[config.mk]
export PLATFORM = sky130hd
export DESIGN_NAME = integer_to_ascii_radix_core
export DESIGN_NICKNAME = d
export VERILOG_FILES = /design/src/rtl/itoa_pkg.sv /design/src/rtl/itoa_ram.sv /design/src/rtl/itoa_div.sv /design/src/rtl/integer_to_ascii_radix_core.sv
export SDC_FILE = /design/constraint.sdc
export NUM_CORES = 1
export LEC_CHECK = 0
export BUFFER_PORTS_ARGS = -buffer_cell sky130_fd_sc_hd__buf_2
export CAP_MARGIN = 30
export CORE_ASPECT_RATIO = 1.5
export CORE_MARGIN = 5
export CORE_UTILIZATION = 45
export DETAILED_ROUTE_END_ITERATION = 10
export GPL_TIMING_DRIVEN = 0
export PLACE_DENSITY = 0.57
export SLEW_MARGIN = 20
export SYNTH_ARGS = -nofsm -noshare
export SYNTH_HDL_FRONTEND = slang
export SYNTH_SLANG_ARGS = --single-unit
[constraint.sdc]
create_clock -name clock -period 4.8 [get_ports clock]
set_input_delay 0 -clock clock [delete_from_list [all_inputs] [get_ports clock]]
set_output_delay 0 -clock clock [all_outputs]
set_load 0.05 [all_outputs]
[src/rtl/itoa_pkg.sv]
// ----------------------------------------------------------------------------
// itoa_pkg
// Shared constants and helpers for the integer-to-ASCII radix converter.
// ----------------------------------------------------------------------------
`default_nettype none

package itoa_pkg;

   localparam int VALUE_WIDTH_DEFAULT = 32;
   localparam int DIGIT_DEPTH_DEFAULT = 32;

   // Longest text for one number, the minus sign included.
   localparam int MAX_CHARS = 32;

   localparam int RADIX_WIDTH = 6;
   localparam int CHAR_WIDTH  = 7;

   localparam logic [RADIX_WIDTH-1:0] RADIX_MIN   = 6'd2;
   localparam logic [RADIX_WIDTH-1:0] RADIX_MAX   = 6'd36;
   localparam logic [RADIX_WIDTH-1:0] RADIX_RESET = 6'd10;
   localparam logic [RADIX_WIDTH-1:0] DECIMAL     = 6'd10;

   localparam logic [CHAR_WIDTH-1:0] ASCII_ZERO  = 7'h30;
   localparam logic [CHAR_WIDTH-1:0] ASCII_A     = 7'h41;
   localparam logic [CHAR_WIDTH-1:0] ASCII_MINUS = 7'h2D;

   // Digits below ten map to '0'..'9', the rest to 'A'..'Z'.
   function automatic logic [CHAR_WIDTH-1:0] digit_to_ascii(input logic [RADIX_WIDTH-1:0] d);
      logic [CHAR_WIDTH-1:0] wide_d;
      wide_d = CHAR_WIDTH'(d);
      if (d < DECIMAL) begin
         return ASCII_ZERO + wide_d;
      end
      return ASCII_A + wide_d - CHAR_WIDTH'(DECIMAL);
   endfunction

endpackage

`default_nettype wire

[src/rtl/itoa_ram.sv]
// ----------------------------------------------------------------------------
// itoa_ram
// Generic single-write, single-read RAM with a registered read port.
// ----------------------------------------------------------------------------
`default_nettype none

module itoa_ram #(
   parameter int WIDTH = 6,
   parameter int DEPTH = 32
) (
   input  wire logic                     clock,
   input  wire logic                     wr_en,
   input  wire logic [$clog2(DEPTH)-1:0] wr_addr,
   input  wire logic [WIDTH-1:0]         wr_data,
   input  wire logic [$clog2(DEPTH)-1:0] rd_addr,
   output logic      [WIDTH-1:0]         rd_data
);

   logic [WIDTH-1:0] mem_ff [DEPTH];
   logic [WIDTH-1:0] rd_data_ff;

   always_ff @(posedge clock) begin
      if (wr_en) begin
         mem_ff[wr_addr] <= wr_data;
      end
      rd_data_ff <= mem_ff[rd_addr];
   end

   assign rd_data = rd_data_ff;

endmodule

`default_nettype wire

[src/rtl/itoa_div.sv]
// ----------------------------------------------------------------------------
// itoa_div
// Bit-serial restoring divider: one quotient bit per cycle by a small radix.
// ----------------------------------------------------------------------------
`default_nettype none

module itoa_div #(
   parameter int VALUE_WIDTH = 32
) (
   input  wire logic                               clock,
   input  wire logic                               reset,
   input  wire logic                               load,
   input  wire logic [VALUE_WIDTH-1:0]             dividend,
   input  wire logic [itoa_pkg::RADIX_WIDTH-1:0]   divisor,
   output logic                                    done,
   output logic      [VALUE_WIDTH-1:0]             quotient,
   output logic      [itoa_pkg::RADIX_WIDTH-1:0]   remainder
);

   import itoa_pkg::*;

   localparam int CNT_WIDTH = (VALUE_WIDTH > 1) ? $clog2(VALUE_WIDTH) : 1;

   // The dividend shifts out of the top of quo_ff while quotient bits enter
   // at the bottom; after VALUE_WIDTH steps the register holds the quotient.
   logic [VALUE_WIDTH-1:0] quo_ff, quo_in;
   logic [RADIX_WIDTH-1:0] rem_ff, rem_in;
   logic [RADIX_WIDTH-1:0] div_ff, div_in;
   logic [CNT_WIDTH-1:0]   cnt_ff, cnt_in;
   logic                   run_ff, run_in;
   logic                   done_ff, done_in;

   logic [RADIX_WIDTH:0]   trial;
   logic [RADIX_WIDTH:0]   diff;
   logic                   fits;

   always_comb begin
      trial   = {rem_ff, quo_ff[VALUE_WIDTH-1]};
      diff    = trial - {1'b0, div_ff};
      fits    = trial >= {1'b0, div_ff};
      quo_in  = quo_ff;
      rem_in  = rem_ff;
      div_in  = div_ff;
      cnt_in  = cnt_ff;
      run_in  = run_ff;
      done_in = 1'b0;
      if (load) begin
         quo_in = dividend;
         rem_in = '0;
         div_in = divisor;
         cnt_in = CNT_WIDTH'(VALUE_WIDTH - 1);
         run_in = 1'b1;
      end else if (run_ff) begin
         quo_in = {quo_ff[VALUE_WIDTH-2:0], fits};
         rem_in = fits ? diff[RADIX_WIDTH-1:0] : trial[RADIX_WIDTH-1:0];
         cnt_in = cnt_ff - CNT_WIDTH'(1);
         if (cnt_ff == '0) begin
            run_in  = 1'b0;
            done_in = 1'b1;
         end
      end
   end

   always_ff @(posedge clock) begin
      quo_ff <= quo_in;
      rem_ff <= rem_in;
      div_ff <= div_in;
      cnt_ff <= cnt_in;
      if (reset) begin
         run_ff  <= 1'b0;
         done_ff <= 1'b0;
      end else begin
         run_ff  <= run_in;
         done_ff <= done_in;
      end
   end

   assign done      = done_ff;
   assign quotient  = quo_ff;
   assign remainder = rem_ff;

endmodule

`default_nettype wire

[src/rtl/integer_to_ascii_radix_core.sv]
// ----------------------------------------------------------------------------
// integer_to_ascii_radix_core
// Converts an integer (signed in base ten) to its ASCII text in a base from 2 to 36,
// most significant digit first, one character word per strobe.
// ----------------------------------------------------------------------------
// Each digit passes the load and divide states in the bit-serial divider and
// the read and data states to be read back; a leading minus is sent in the
// first read state and adds no state of its own.
// The last character word shows in the cycle in which busy first reads low,
// and a start in that cycle is taken. The receiver cannot stall.
// Synchronous reset returns to idle and sets the radix register to ten.
`default_nettype none

module integer_to_ascii_radix_core #(
   parameter int VALUE_WIDTH = itoa_pkg::VALUE_WIDTH_DEFAULT,
   parameter int DIGIT_DEPTH = itoa_pkg::DIGIT_DEPTH_DEFAULT
) (
   input  wire logic                              clock,
   input  wire logic                              reset,
   // Input word: one integer per accepted start.
   input  wire logic                              start,
   output logic                                   busy,
   input  wire logic signed [VALUE_WIDTH-1:0]     req_number,
   // Result words: one character per strobe.
   output logic                                   rsp_valid,
   output logic      [itoa_pkg::CHAR_WIDTH-1:0]   rsp_character,
   output logic                                   rsp_last,
   // Radix register.
   input  wire logic                              csr_we,
   input  wire logic [itoa_pkg::RADIX_WIDTH-1:0]  csr_wdata
);

   import itoa_pkg::*;

   localparam int ADDR_WIDTH  = (DIGIT_DEPTH > 1) ? $clog2(DIGIT_DEPTH) : 1;
   localparam int COUNT_WIDTH = $clog2(DIGIT_DEPTH + 1);

   // Digit limit: the store depth, but never more digits than fit in the
   // character budget, which shrinks by one when a minus sign leads.
   localparam int LIMIT_PLAIN = (DIGIT_DEPTH < MAX_CHARS) ? DIGIT_DEPTH : MAX_CHARS;
   localparam int LIMIT_MINUS = (DIGIT_DEPTH < MAX_CHARS - 1) ? DIGIT_DEPTH : MAX_CHARS - 1;

   typedef enum logic [2:0] {
      ST_IDLE,
      ST_LOAD,
      ST_DIVIDE,
      ST_READ,
      ST_DATA
   } state_type;

   state_type              state_ff, state_in;
   logic [RADIX_WIDTH-1:0] radix_ff, radix_in;
   logic [RADIX_WIDTH-1:0] base_ff, base_in;
   logic                   minus_ff, minus_in;
   logic [VALUE_WIDTH-1:0] mag_ff, mag_in;
   logic [COUNT_WIDTH-1:0] count_ff, count_in;
   logic                   rsp_valid_ff, rsp_valid_in;
   logic [CHAR_WIDTH-1:0]  rsp_char_ff, rsp_char_in;
   logic                   rsp_last_ff, rsp_last_in;

   logic [RADIX_WIDTH-1:0] base_clamped;
   logic [VALUE_WIDTH-1:0] value_bits;
   logic                   value_neg;
   logic                   take_minus;
   logic [COUNT_WIDTH-1:0] count_next;
   logic [COUNT_WIDTH-1:0] limit;

   logic                   div_load;
   logic                   div_done;
   logic [VALUE_WIDTH-1:0] div_quotient;
   logic [RADIX_WIDTH-1:0] div_remainder;

   logic                   ram_we;
   logic [ADDR_WIDTH-1:0]  ram_wr_addr;
   logic [ADDR_WIDTH-1:0]  ram_rd_addr;
   logic [RADIX_WIDTH-1:0] ram_rd_data;

   // Out-of-range radix settings are pinned to the nearest legal base.
   always_comb begin
      if (radix_ff inside {[RADIX_MIN:RADIX_MAX]}) begin
         base_clamped = radix_ff;
      end else if (radix_ff < RADIX_MIN) begin
         base_clamped = RADIX_MIN;
      end else begin
         base_clamped = RADIX_MAX;
      end
   end

   assign value_bits = $unsigned(req_number);
   assign value_neg  = value_bits[VALUE_WIDTH-1];
   // Only decimal text carries a sign; other bases read the bits as unsigned.
   assign take_minus = value_neg && (base_clamped == DECIMAL);

   assign count_next  = count_ff + COUNT_WIDTH'(1);
   assign limit       = minus_ff ? COUNT_WIDTH'(LIMIT_MINUS) : COUNT_WIDTH'(LIMIT_PLAIN);
   assign ram_wr_addr = count_ff[ADDR_WIDTH-1:0];
   assign ram_rd_addr = count_next[ADDR_WIDTH-1:0] - ADDR_WIDTH'(2);

   // The conversion runs in two phases. First the divider peels digits off
   // the magnitude, least significant first, and each remainder is written
   // to the digit RAM. Then the RAM is read back from the top down, so the
   // text comes out most significant digit first. A leading minus sign is
   // sent in the first read cycle, while the RAM fetches the top digit.
   always_comb begin
      state_in     = state_ff;
      radix_in     = radix_ff;
      base_in      = base_ff;
      minus_in     = minus_ff;
      mag_in       = mag_ff;
      count_in     = count_ff;
      rsp_valid_in = 1'b0;
      rsp_char_in  = rsp_char_ff;
      rsp_last_in  = rsp_last_ff;
      div_load     = 1'b0;
      ram_we       = 1'b0;

      if (csr_we) begin
         radix_in = csr_wdata;
      end

      case (state_ff)
         ST_IDLE: begin
            if (start) begin
               base_in  = base_clamped;
               minus_in = take_minus;
               mag_in   = take_minus ? (~value_bits + VALUE_WIDTH'(1)) : value_bits;
               count_in = '0;
               state_in = ST_LOAD;
            end
         end
         ST_LOAD: begin
            div_load = 1'b1;
            state_in = ST_DIVIDE;
         end
         ST_DIVIDE: begin
            if (div_done) begin
               // Store this digit and keep dividing while a nonzero
               // quotient is left and the digit budget allows another.
               ram_we   = 1'b1;
               count_in = count_next;
               mag_in   = div_quotient;
               if ((div_quotient != '0) && (count_next < limit)) begin
                  state_in = ST_LOAD;
               end else begin
                  state_in = ST_READ;
               end
            end
         end
         ST_READ: begin
            // The RAM address is count - 1; the digit is ready next cycle.
            rsp_valid_in = minus_ff;
            rsp_char_in  = ASCII_MINUS;
            rsp_last_in  = 1'b0;
            minus_in     = 1'b0;
            count_in     = count_ff - COUNT_WIDTH'(1);
            state_in     = ST_DATA;
         end
         ST_DATA: begin
            rsp_valid_in = 1'b1;
            rsp_char_in  = digit_to_ascii(ram_rd_data);
            rsp_last_in  = (count_ff == '0);
            state_in     = (count_ff == '0) ? ST_IDLE : ST_READ;
         end
         default: begin
            state_in = ST_IDLE;
         end
      endcase
   end

   always_ff @(posedge clock) begin
      base_ff     <= base_in;
      mag_ff      <= mag_in;
      rsp_char_ff <= rsp_char_in;
      rsp_last_ff <= rsp_last_in;
      if (reset) begin
         state_ff     <= ST_IDLE;
         radix_ff     <= RADIX_RESET;
         minus_ff     <= 1'b0;
         count_ff     <= '0;
         rsp_valid_ff <= 1'b0;
      end else begin
         state_ff     <= state_in;
         radix_ff     <= radix_in;
         minus_ff     <= minus_in;
         count_ff     <= count_in;
         rsp_valid_ff <= rsp_valid_in;
      end
   end

   itoa_div #(
      .VALUE_WIDTH (VALUE_WIDTH)
   ) u_div (
      .clock     (clock),
      .reset     (reset),
      .load      (div_load),
      .dividend  (mag_ff),
      .divisor   (base_ff),
      .done      (div_done),
      .quotient  (div_quotient),
      .remainder (div_remainder)
   );

   itoa_ram #(
      .WIDTH (RADIX_WIDTH),
      .DEPTH (DIGIT_DEPTH)
   ) u_digit_ram (
      .clock   (clock),
      .wr_en   (ram_we),
      .wr_addr (ram_wr_addr),
      .wr_data (div_remainder),
      .rd_addr (ram_rd_addr),
      .rd_data (ram_rd_data)
   );

   assign busy          = (state_ff != ST_IDLE);
   assign rsp_valid     = rsp_valid_ff;
   assign rsp_character = rsp_char_ff;
   assign rsp_last      = rsp_last_ff;

endmodule

`default_nettype wire
Word-level counts from Yosys, hierarchy flattened
Memories as Yosys holds them, arrays and structs flattened. A register that Yosys moved wholly into a read port is not among the register bits. Index checks and enable logic that the tools add are counted.

Memories kept: 1. Bits in writable memories: 192. Output and inout bits: 10. Bits of input ports: 42. Bits in registers: 114.

Bitwise operators: 2. Magnitude comparators: 6. Add/sub/neg operators: 9. Mux-type cells: 36. Reduce and logical (&&, ||, !) cells: 19. Eq/ne operators: 7.

Memories: u_digit_ram.mem_ff (depth 32, width 6, rd ports 1, clocked after memory_dff 1, write ports 1, RTL line itoa_ram.sv:19) `logic [WIDTH-1:0] mem_ff [DEPTH];`.

Operators by type and width (number): $mux 32 (5); $pmux 32 s2 (1); $mux 6 (6); $add 32x1->32 const B (1); $not 32->32 (1); $reduce_bool 32->1 (1); $pmux 6 s3 (1); $pmux 3 s5 (1); $mux 7 (2); $pmux 7 s2 (1); $mux 1 (12); $reduce_bool 2->1 (4); $add 6x6->7 const A (1); $add 7x6->7 const A (1); $ge 7x6->1 (1); $sub 7x4->7 const B (1); $add 6x1->6 const B (1); $eq 3x2->1 const B (2); $eq 6x4->1 const B (1); $ge 6x2->1 const B (1); $le 6x6->1 const B (1); $logic_not 6->1 (1); $lt 6x2->1 const B (1); $lt 6x4->1 const B (1); other kinds (20) (30).

Logic depth before layout (Yosys ltp)
Gate-level depths: netlist (run 1).

Word-level depth: 8. Depth in mapped cells: 13. Mapped depth without buffers: 9.

By module
A second synthesis (run 1) with hierarchy kept.

Cell total of the unflattened synthesis: 930. Area total of the unflattened synthesis: 13878.3 sq um.

By module, submodules not included: itoa_ram (times used 1, seq. area each 5885.6 sq um, cells an instance 323, area an instance 7589.8 sq um); integer_to_ascii_radix_core (times used 1, seq. area each 1721.7 sq um, cells an instance 428, area an instance 3898.7 sq um); itoa_div (times used 1, seq. area each 1401.3 sq um, cells an instance 179, area an instance 2389.8 sq um).

Worst setup path before layout (run 1)
No wires, ideal clock.

Kind: flip-flop to flip-flop. Start: register count_ff[0]. End: register u_digit_ram.rd_data_ff[1], in the netlist u_digit_ram.rd_data[1], read port of u_digit_ram.mem_ff. Arrival: 3.407 ns. Path slack: 1.272 ns. Period minus slack after synthesis: 3.528 ns. Required time: 4.679 ns. Path buffers: 5. Setup time: 0.121 ns. Cell stages (with the launch flop): 14. Path through: dfxtp_1 > buf_2 > buf_1 > inv_1 > ha_1 > clkbuf_1 > clkbuf_1 > inv_1 > ha_1 > xnor2_2 > buf_2 > mux2i_1 > mux2i_1 > mux2_2.

Word-level cells in the longest chain between the ends: 2.

Ends and longest elaborated chain: from (decl) (RTL line integer_to_ascii_radix_core.sv:56) `logic [COUNT_WIDTH-1:0] count_ff, count_in;`; from (signal assigned) (RTL line integer_to_ascii_radix_core.sv:185) `count_ff <= count_in;`; $add 6x1->6 (RTL line integer_to_ascii_radix_core.sv:94) `assign count_next = count_ff + COUNT_WIDTH'(1);`; $sub 5x2->5 (RTL line integer_to_ascii_radix_core.sv:97) `assign ram_rd_addr = count_next[ADDR_WIDTH-1:0] - ADDR_WIDTH'(2);`; to (decl) (RTL line itoa_ram.sv:20) `logic [WIDTH-1:0] rd_data_ff;`.

Every way passes these cells. A chain may end at the register's enable or synchronous reset.

Worst setup path in the final report (run 1)
Start: register count_ff[0]. End: register u_digit_ram.rd_data_ff[0], in the netlist u_digit_ram.rd_data[0], read port of u_digit_ram.mem_ff.

Same word-level chain as after synthesis.

==> results of run 1 <==
[how the worst min path moves through the flow]
| stage | endpoint | start |
|---|---|---|
| 3_5_place_dp | radix_ff[3] | csr_wdata[3] |
| 4_1_cts | state_ff[0] | reset |
| 5_1_grt | state_ff[0] | reset |
| 6_report | state_ff[0] | reset |
| 2_1_floorplan | radix_ff[3] | csr_wdata[3] |
| 3_3_place_gp | radix_ff[3] | csr_wdata[3] |
[cells in the final DEF (no fill, tap or decap), drive strengths merged, types with 4 or more instances in the layout]
cell and instances:
nand2 160, o41ai 5, edfxtp 276, bufinv 6, clkbuf 68, or3 6
nor3 13, xor2 20, nand4 5, nand3 17, mux2 10, nor2 77
o31ai 5, xnor2 26, nor2b 9, dlygate4sd3 46, o21ai 51, dfxtp 36
a21oi 32, mux2i 46, clkinv 12, buf 65, mux4 48, nor4 15
a31oi 4, ha 22, inv 30
[per-layer routing]
metal	wire [µm]	track usage, %	part of all wire, %
met5	0	0	0
met4	849	6.097	2.7
met3	952	1.913	3.1
met2	17640	35.95	57
met1	11640	19.97	37
[state kept, by name (all words and copies together), names as in the netlist]
register             cells
u_div.done               1
mag_ff                  32
u_div.div_ff             6
rsp_valid                1
u_digit_ram.rd_data      6
rsp_last                 1
u_div.run_ff             1
minus_ff                 1
u_div.cnt_ff             5
base_ff                  6
radix_ff                 6
u_div.remainder          6
u_digit_ram.mem_ff     192
u_div.quotient          32
count_ff                 6
state_ff                 3
rsp_character            7
[power by group through the flow]
stage                     clock [mW]  combinational, mW  sequential (mW)
after floorplan                    0              0.517             3.52
after global placement             0              0.694             3.66
after detailed placement           0              0.713             3.67
after CTS                       2.56              0.747             3.61
after global routing            2.68              0.826             3.64
final                           2.51              0.736             3.60
[cell families (layout without fill, tap and decap cells)]
logic type	Yosys count	count (layout)	synth area share, %
flip-flops	312	312	65.55
XOR/XNOR	46	46	3.041
AO/OA/AOI/OAI	109	109	4.479
adder cells (fa/ha/maj)	23	23	2.149
multiplexers	104	104	12.04
buffers and inverters	77	230	2.176
AND/OR/NAND/NOR	324	324	10.57
[Yosys cell counts (all sizes together) (17+ instances only)]
master	number
edfxtp	276
nand2	160
nor2	77
o21ai	51
mux4	48
mux2i	46
dfxtp	36
clkbuf	34
a21oi	32
inv	29
xnor2	26
ha	22
xor2	20
nand3	17
[per-stage QoR]
stage	instance area [µm²]	hold slack [ns]	TNS [ns]
after floorplan	13740	0.1224	0
after global placement	14490	0.2112	-0.2739
after detailed placement	14550	0.2179	-0.3924
after CTS	16060	0.01740	0
after global routing	16060	0.02962	0
final	16060	0.03718	0
[cell type report]
type                            count  area, µm²
Inverter                           30      112.6
Timing Repair Buffer              100      760.7
Clock buffer                       33      783.3
Fill cell                        2587      14190
Tap cell                          400      500.5
Sequential cell                   312       9016
Clock inverter                     21      264.0
Buffer                             46      183.9
Multi-Input combinational cell    606       4441
[worst max-delay path, stage by stage (launching register included)]
cell and delay (ns):
dfxtp_1 0.37, buf_2 0.47, inv_1 0.21, ha_1 0.38
clkbuf_1 0.29, clkbuf_2 0.38, inv_1 0.08, ha_1 0.23
xnor2_2 0.39, buf_2 0.44, mux2i_1 0.44, mux2i_1 0.12
mux2_2 0.27
[timing repair]
| action | 4_1_cts | 5_1_grt |
|---|---|---|
| setup endpoints to repair | 6 | 5 |
| hold endpoints to repair | 38 | 0 |
| hold buffers | 46 | 0 |
| resized for setup | 1 | 0 |
==> impl_metrics.toml, run 1 <==
[timing]
max_freq_ghz = 0.2370
setup_slack_ns = 0.5805
period_share_pct = 87.91
setup_viol = 0
finalMaxSlewViolations = 0
finClkSkew_ns = 0.01888
slew_headroom_pct = 42.52
grt_setup_unrepaired = "false"
tightestPinTransition_ns = 0.8623
hold_viol = 0
final.min_clock_period_ns = 4.219

[final_layout]
n_antenna_cell = 0
postLayoutCoreUtil_pct = 53.09
nets = 1191
area_growth_pct = 16.87
finalNonFillerCells = 1548
drive_gt1_share_pct = 16.46

[yosys]
synth_top_area_share_pct = 60.31
yosys_most_used_dff = "edfxtp_1"
ys_seq_elements = 312
yosysWarnings = 0
ys_seq_area_share_pct = 65.55
synth_nets = 1060
yosys.cell_types.count = 57
synthCells = 995
synth_area_per_cell_um2 = 13.81
yosysTopAreaCell = "edfxtp_1"
async_flop_share_pct = 0
synthTopCellsByArea = "edfxtp_1 60%, mux4_2 7.9%, dfxtp_1 5.2%"
syn_area_mm2 = 0.01374
synth_edf_count = 276

[cts]
cts_tree = "built"
path_clk_slew_ns = 0.06
cts_buffers = 30
clock_path_buffers = 3
clockRootBuffer = "clkbuf_16"
clock-sinks = 312
clk_latency_ns = 0.56
postCtsSetupBuffers = 0
htree_levels = 1

[setup_path]
r2r_start = "count_ff[0]"
cp.arrival_ns = 4.66
reg2regPathDepth = 12
crit_start = "count_ff[0]"
rr_endpoint = "u_digit_ram.rd_data[0]"
worst-r2r-setup-slack_ns = 0.58
crit_end = "u_digit_ram.rd_data[0]"
cp-start-kind = "register"
required_ns = 5.24
crit_type = "reg -> reg"
crit_fanout = 19
endpoint_kind = "register"

[drt]
vias_per_cell = 5.323
vias = 8240
first_pass_iters = 5
drcViolationCount = 0
wl_per_cell_um = 20.08
drt-initial-drc-count = 356
totalWireLength_um = 31080
antenna_left = 0

[global_routing]
grtUsageTotal_pct = 18.14
grt_max_degree = 36
antenna_found_initial = 0
grt_pass1_wl_um = 48430
grt_pass1_vias = 8636
gr-total-overflow = 0

[floorplanning]
num_io_pins = 52
num_rows = 78
die_height_um = 224.0
start_util_pct = 45.43
dieWidth_um = 152.7
core_area_mm2 = 0.03025
die_area_mm2 = 0.03421

[power_and_ir_drop]
clkPwrFrac_pct = 36.6
p_seq_share_pct = 52.6
irDropWorstVdd_uv = 241.0
swShare_pct = 25.08
design_power_total_mw = 6.845
p_leak_nw = 5.445
p_switching_mw = 1.717
power.internal_mw = 5.128
power_density_mw_per_mm2 = 426.2
p_comb_share_pct = 10.8

[flow_run]
maxCapViolations = 0

[placement]
io_buffers = 49
pre_cts_ws_ns = -0.1239
dp.final_hpwl_um = 21770
gp_congestion = 0.7991
dp.cells = 1448

[hold_path]
hp-class = "in -> reg"
hold_depth = 2

[outcome]
status = "finished clean"
Note: power is estimated with default switching activity, not from simulation.
==> inputs of run 2 (changes only) <==
CORE_ASPECT_RATIO = 1.4   (was 1.5)
CORE_MARGIN = 2   (was 5)
==> impl_metrics.toml, run 2 (same netlist as run 1, synthesis figures left out) <==
[outcome]
status = "finished clean"

[drt]
first_pass_iters = 5
wl_met2_um = 16920
wl_met1_um = 11890
vias_per_cell = 5.292
wl_per_cell_um = 19.81
met3_wirelength_um = 833
top_layer = "met4"
vias = 8108
drcViolationCount = 0
drt-initial-drc-count = 431
totalWireLength_um = 30350
antenna_left = 0

[final_layout]
nets = 1191
area_growth_pct = 16.11
largest_register_ffs = 192
drive_gt1_share_pct = 15.69
n_antenna_cell = 0
final_common_cell = "edfxtp_1"
final_cell_mix = "276 x edfxtp_1, 160 x nand2_1, 77 x nor2_1, 54 x buf_2, 48 x mux4_2"
regMostFlops = "u_digit_ram.mem_ff"

[power_and_ir_drop]
power_density_mw_per_mm2 = 415.3
irDropWorstVdd_uv = 199.4
design_power_total_mw = 6.627
p_leak_nw = 5.378

[setup_path]
cp-start-kind = "register"
rr_endpoint = "u_digit_ram.rd_data[0]"
endpoint_kind = "register"
worst-r2r-setup-slack_ns = 0.21
crit_fanout = 19
r2r_start = "count_ff[0]"
required_ns = 5.22
crit_type = "reg -> reg"
cp.arrival_ns = 5.01
reg2regPathDepth = 12

[cts]
clock_path_buffers = 3
cts_buffers = 29
path_clk_slew_ns = 0.06
clockRootBuffer = "clkbuf_16"
post_cts_resized = 0
htree_levels = 1
postCtsSetupBuffers = 0
clock-sinks = 312
clk_latency_ns = 0.54
cts_tree = "built"

[hold_path]
holdPathEnd = "base_ff[3]"
hold_depth = 2
hold_start = "start"
hp-class = "in -> reg"

[placement]
dp.final_hpwl_um = 21410
gp_congestion = 0.8266
io_buffers = 49
pre_cts_ws_ns = -0.1775

[flow_run]
maxCapViolations = 0

[floorplanning]
core_area_mm2 = 0.03003
dieWidth_um = 151.7
die_height_um = 210.8
die_area_mm2 = 0.03197
num_rows = 75
start_util_pct = 45.77
num_io_pins = 52

[timing]
final.min_clock_period_ns = 4.587
max_freq_ghz = 0.2180
setup_viol = 0
tightestPinTransition_ns = 0.7676
slew_headroom_pct = 48.82
period_share_pct = 95.57
hold_viol = 0
timing.hold.ws_ns = 0.1044
setup_slack_ns = 0.2125
finClkSkew_ns = 0.008471
finalMaxSlewViolations = 0
grt_setup_unrepaired = "false"

[global_routing]
grtUsageTotal_pct = 19.60
gr-total-overflow = 0
grt_max_degree = 36
grt_pass1_vias = 8604
antenna_found_initial = 0
grt_pass1_wl_um = 47650
[run 2: stage by stage]
step | utilization [%] | instance area (µm²) | TNS, ns | cells
after floorplan | - | 13740 | 0 | 995
after global placement | 48.19 | 14470 | -0.4796 | 1429
after detailed placement | 48.46 | 14550 | -0.7060 | 1434
after CTS | 53.10 | 15950 | 0 | 1531
after global routing | 53.14 | 15960 | 0 | 1532
final | 53.14 | 15960 | 0 | 1532
[run 2: final cells by class]
type / instances / area, µm²
plain buffers: 46 / 182.7
clock buffers: 34 / 744.5
clock inverters: 18 / 192.7
fillers: 2585 / 14070
inverters: 30 / 112.6
multi-input cells: 606 / 4446
flip-flops and latches: 312 / 9015
well taps: 385 / 481.7
repair buffers: 101 / 782.0
[run 2: worst max-delay path by stage]
stage / from / end / slack (ns) / depth (start not counted)
floorplan: count_ff[0] / u_digit_ram.rd_data[1] / 1.27 / 13
global placement: count_ff[0] / u_digit_ram.rd_data[0] / -0.13 / 13
detailed placement: count_ff[0] / u_digit_ram.rd_data[0] / -0.18 / 13
CTS: count_ff[0] / u_digit_ram.rd_data[0] / 0.21 / 12
global route: count_ff[0] / u_digit_ram.rd_data[0] / 0.02 / 12
finish: count_ff[0] / u_digit_ram.rd_data[0] / 0.21 / 12
[run 2: report_power, final]
group | switching [mW] | internal (mW) | total, mW
Combinational | 0.448 | 0.328 | 0.776
Clock | 0.967 | 1.32 | 2.29
Sequential | 0.256 | 3.31 | 3.57
Total | 1.67 | 4.96 | 6.63
[run 2: layer usage]
layer / global-route usage (%) / up-vias
li1: - / 3958
met1: 22.85 / 3982
met2: 37.60 / 132
met3: 2.246 / 36
met4: 5.045 / 0
met5: 0 / -
[run 2: worst max-delay path, cell delays in order (launching register included)]
cell	delay, ns
dfxtp_1	0.39
buf_2	0.47
inv_1	0.21
ha_1	0.37
clkbuf_1	0.30
clkbuf_1	0.55
inv_1	0.11
ha_1	0.25
xnor2_2	0.41
buf_2	0.42
mux2i_1	0.57
mux2i_1	0.13
mux2_2	0.30
[run 2: timing repair]
item / CTS / global route
hold buffers: 46 / 0
setup endpoints to repair: 6 / 0
endpoints found under the hold margin: 40 / 0
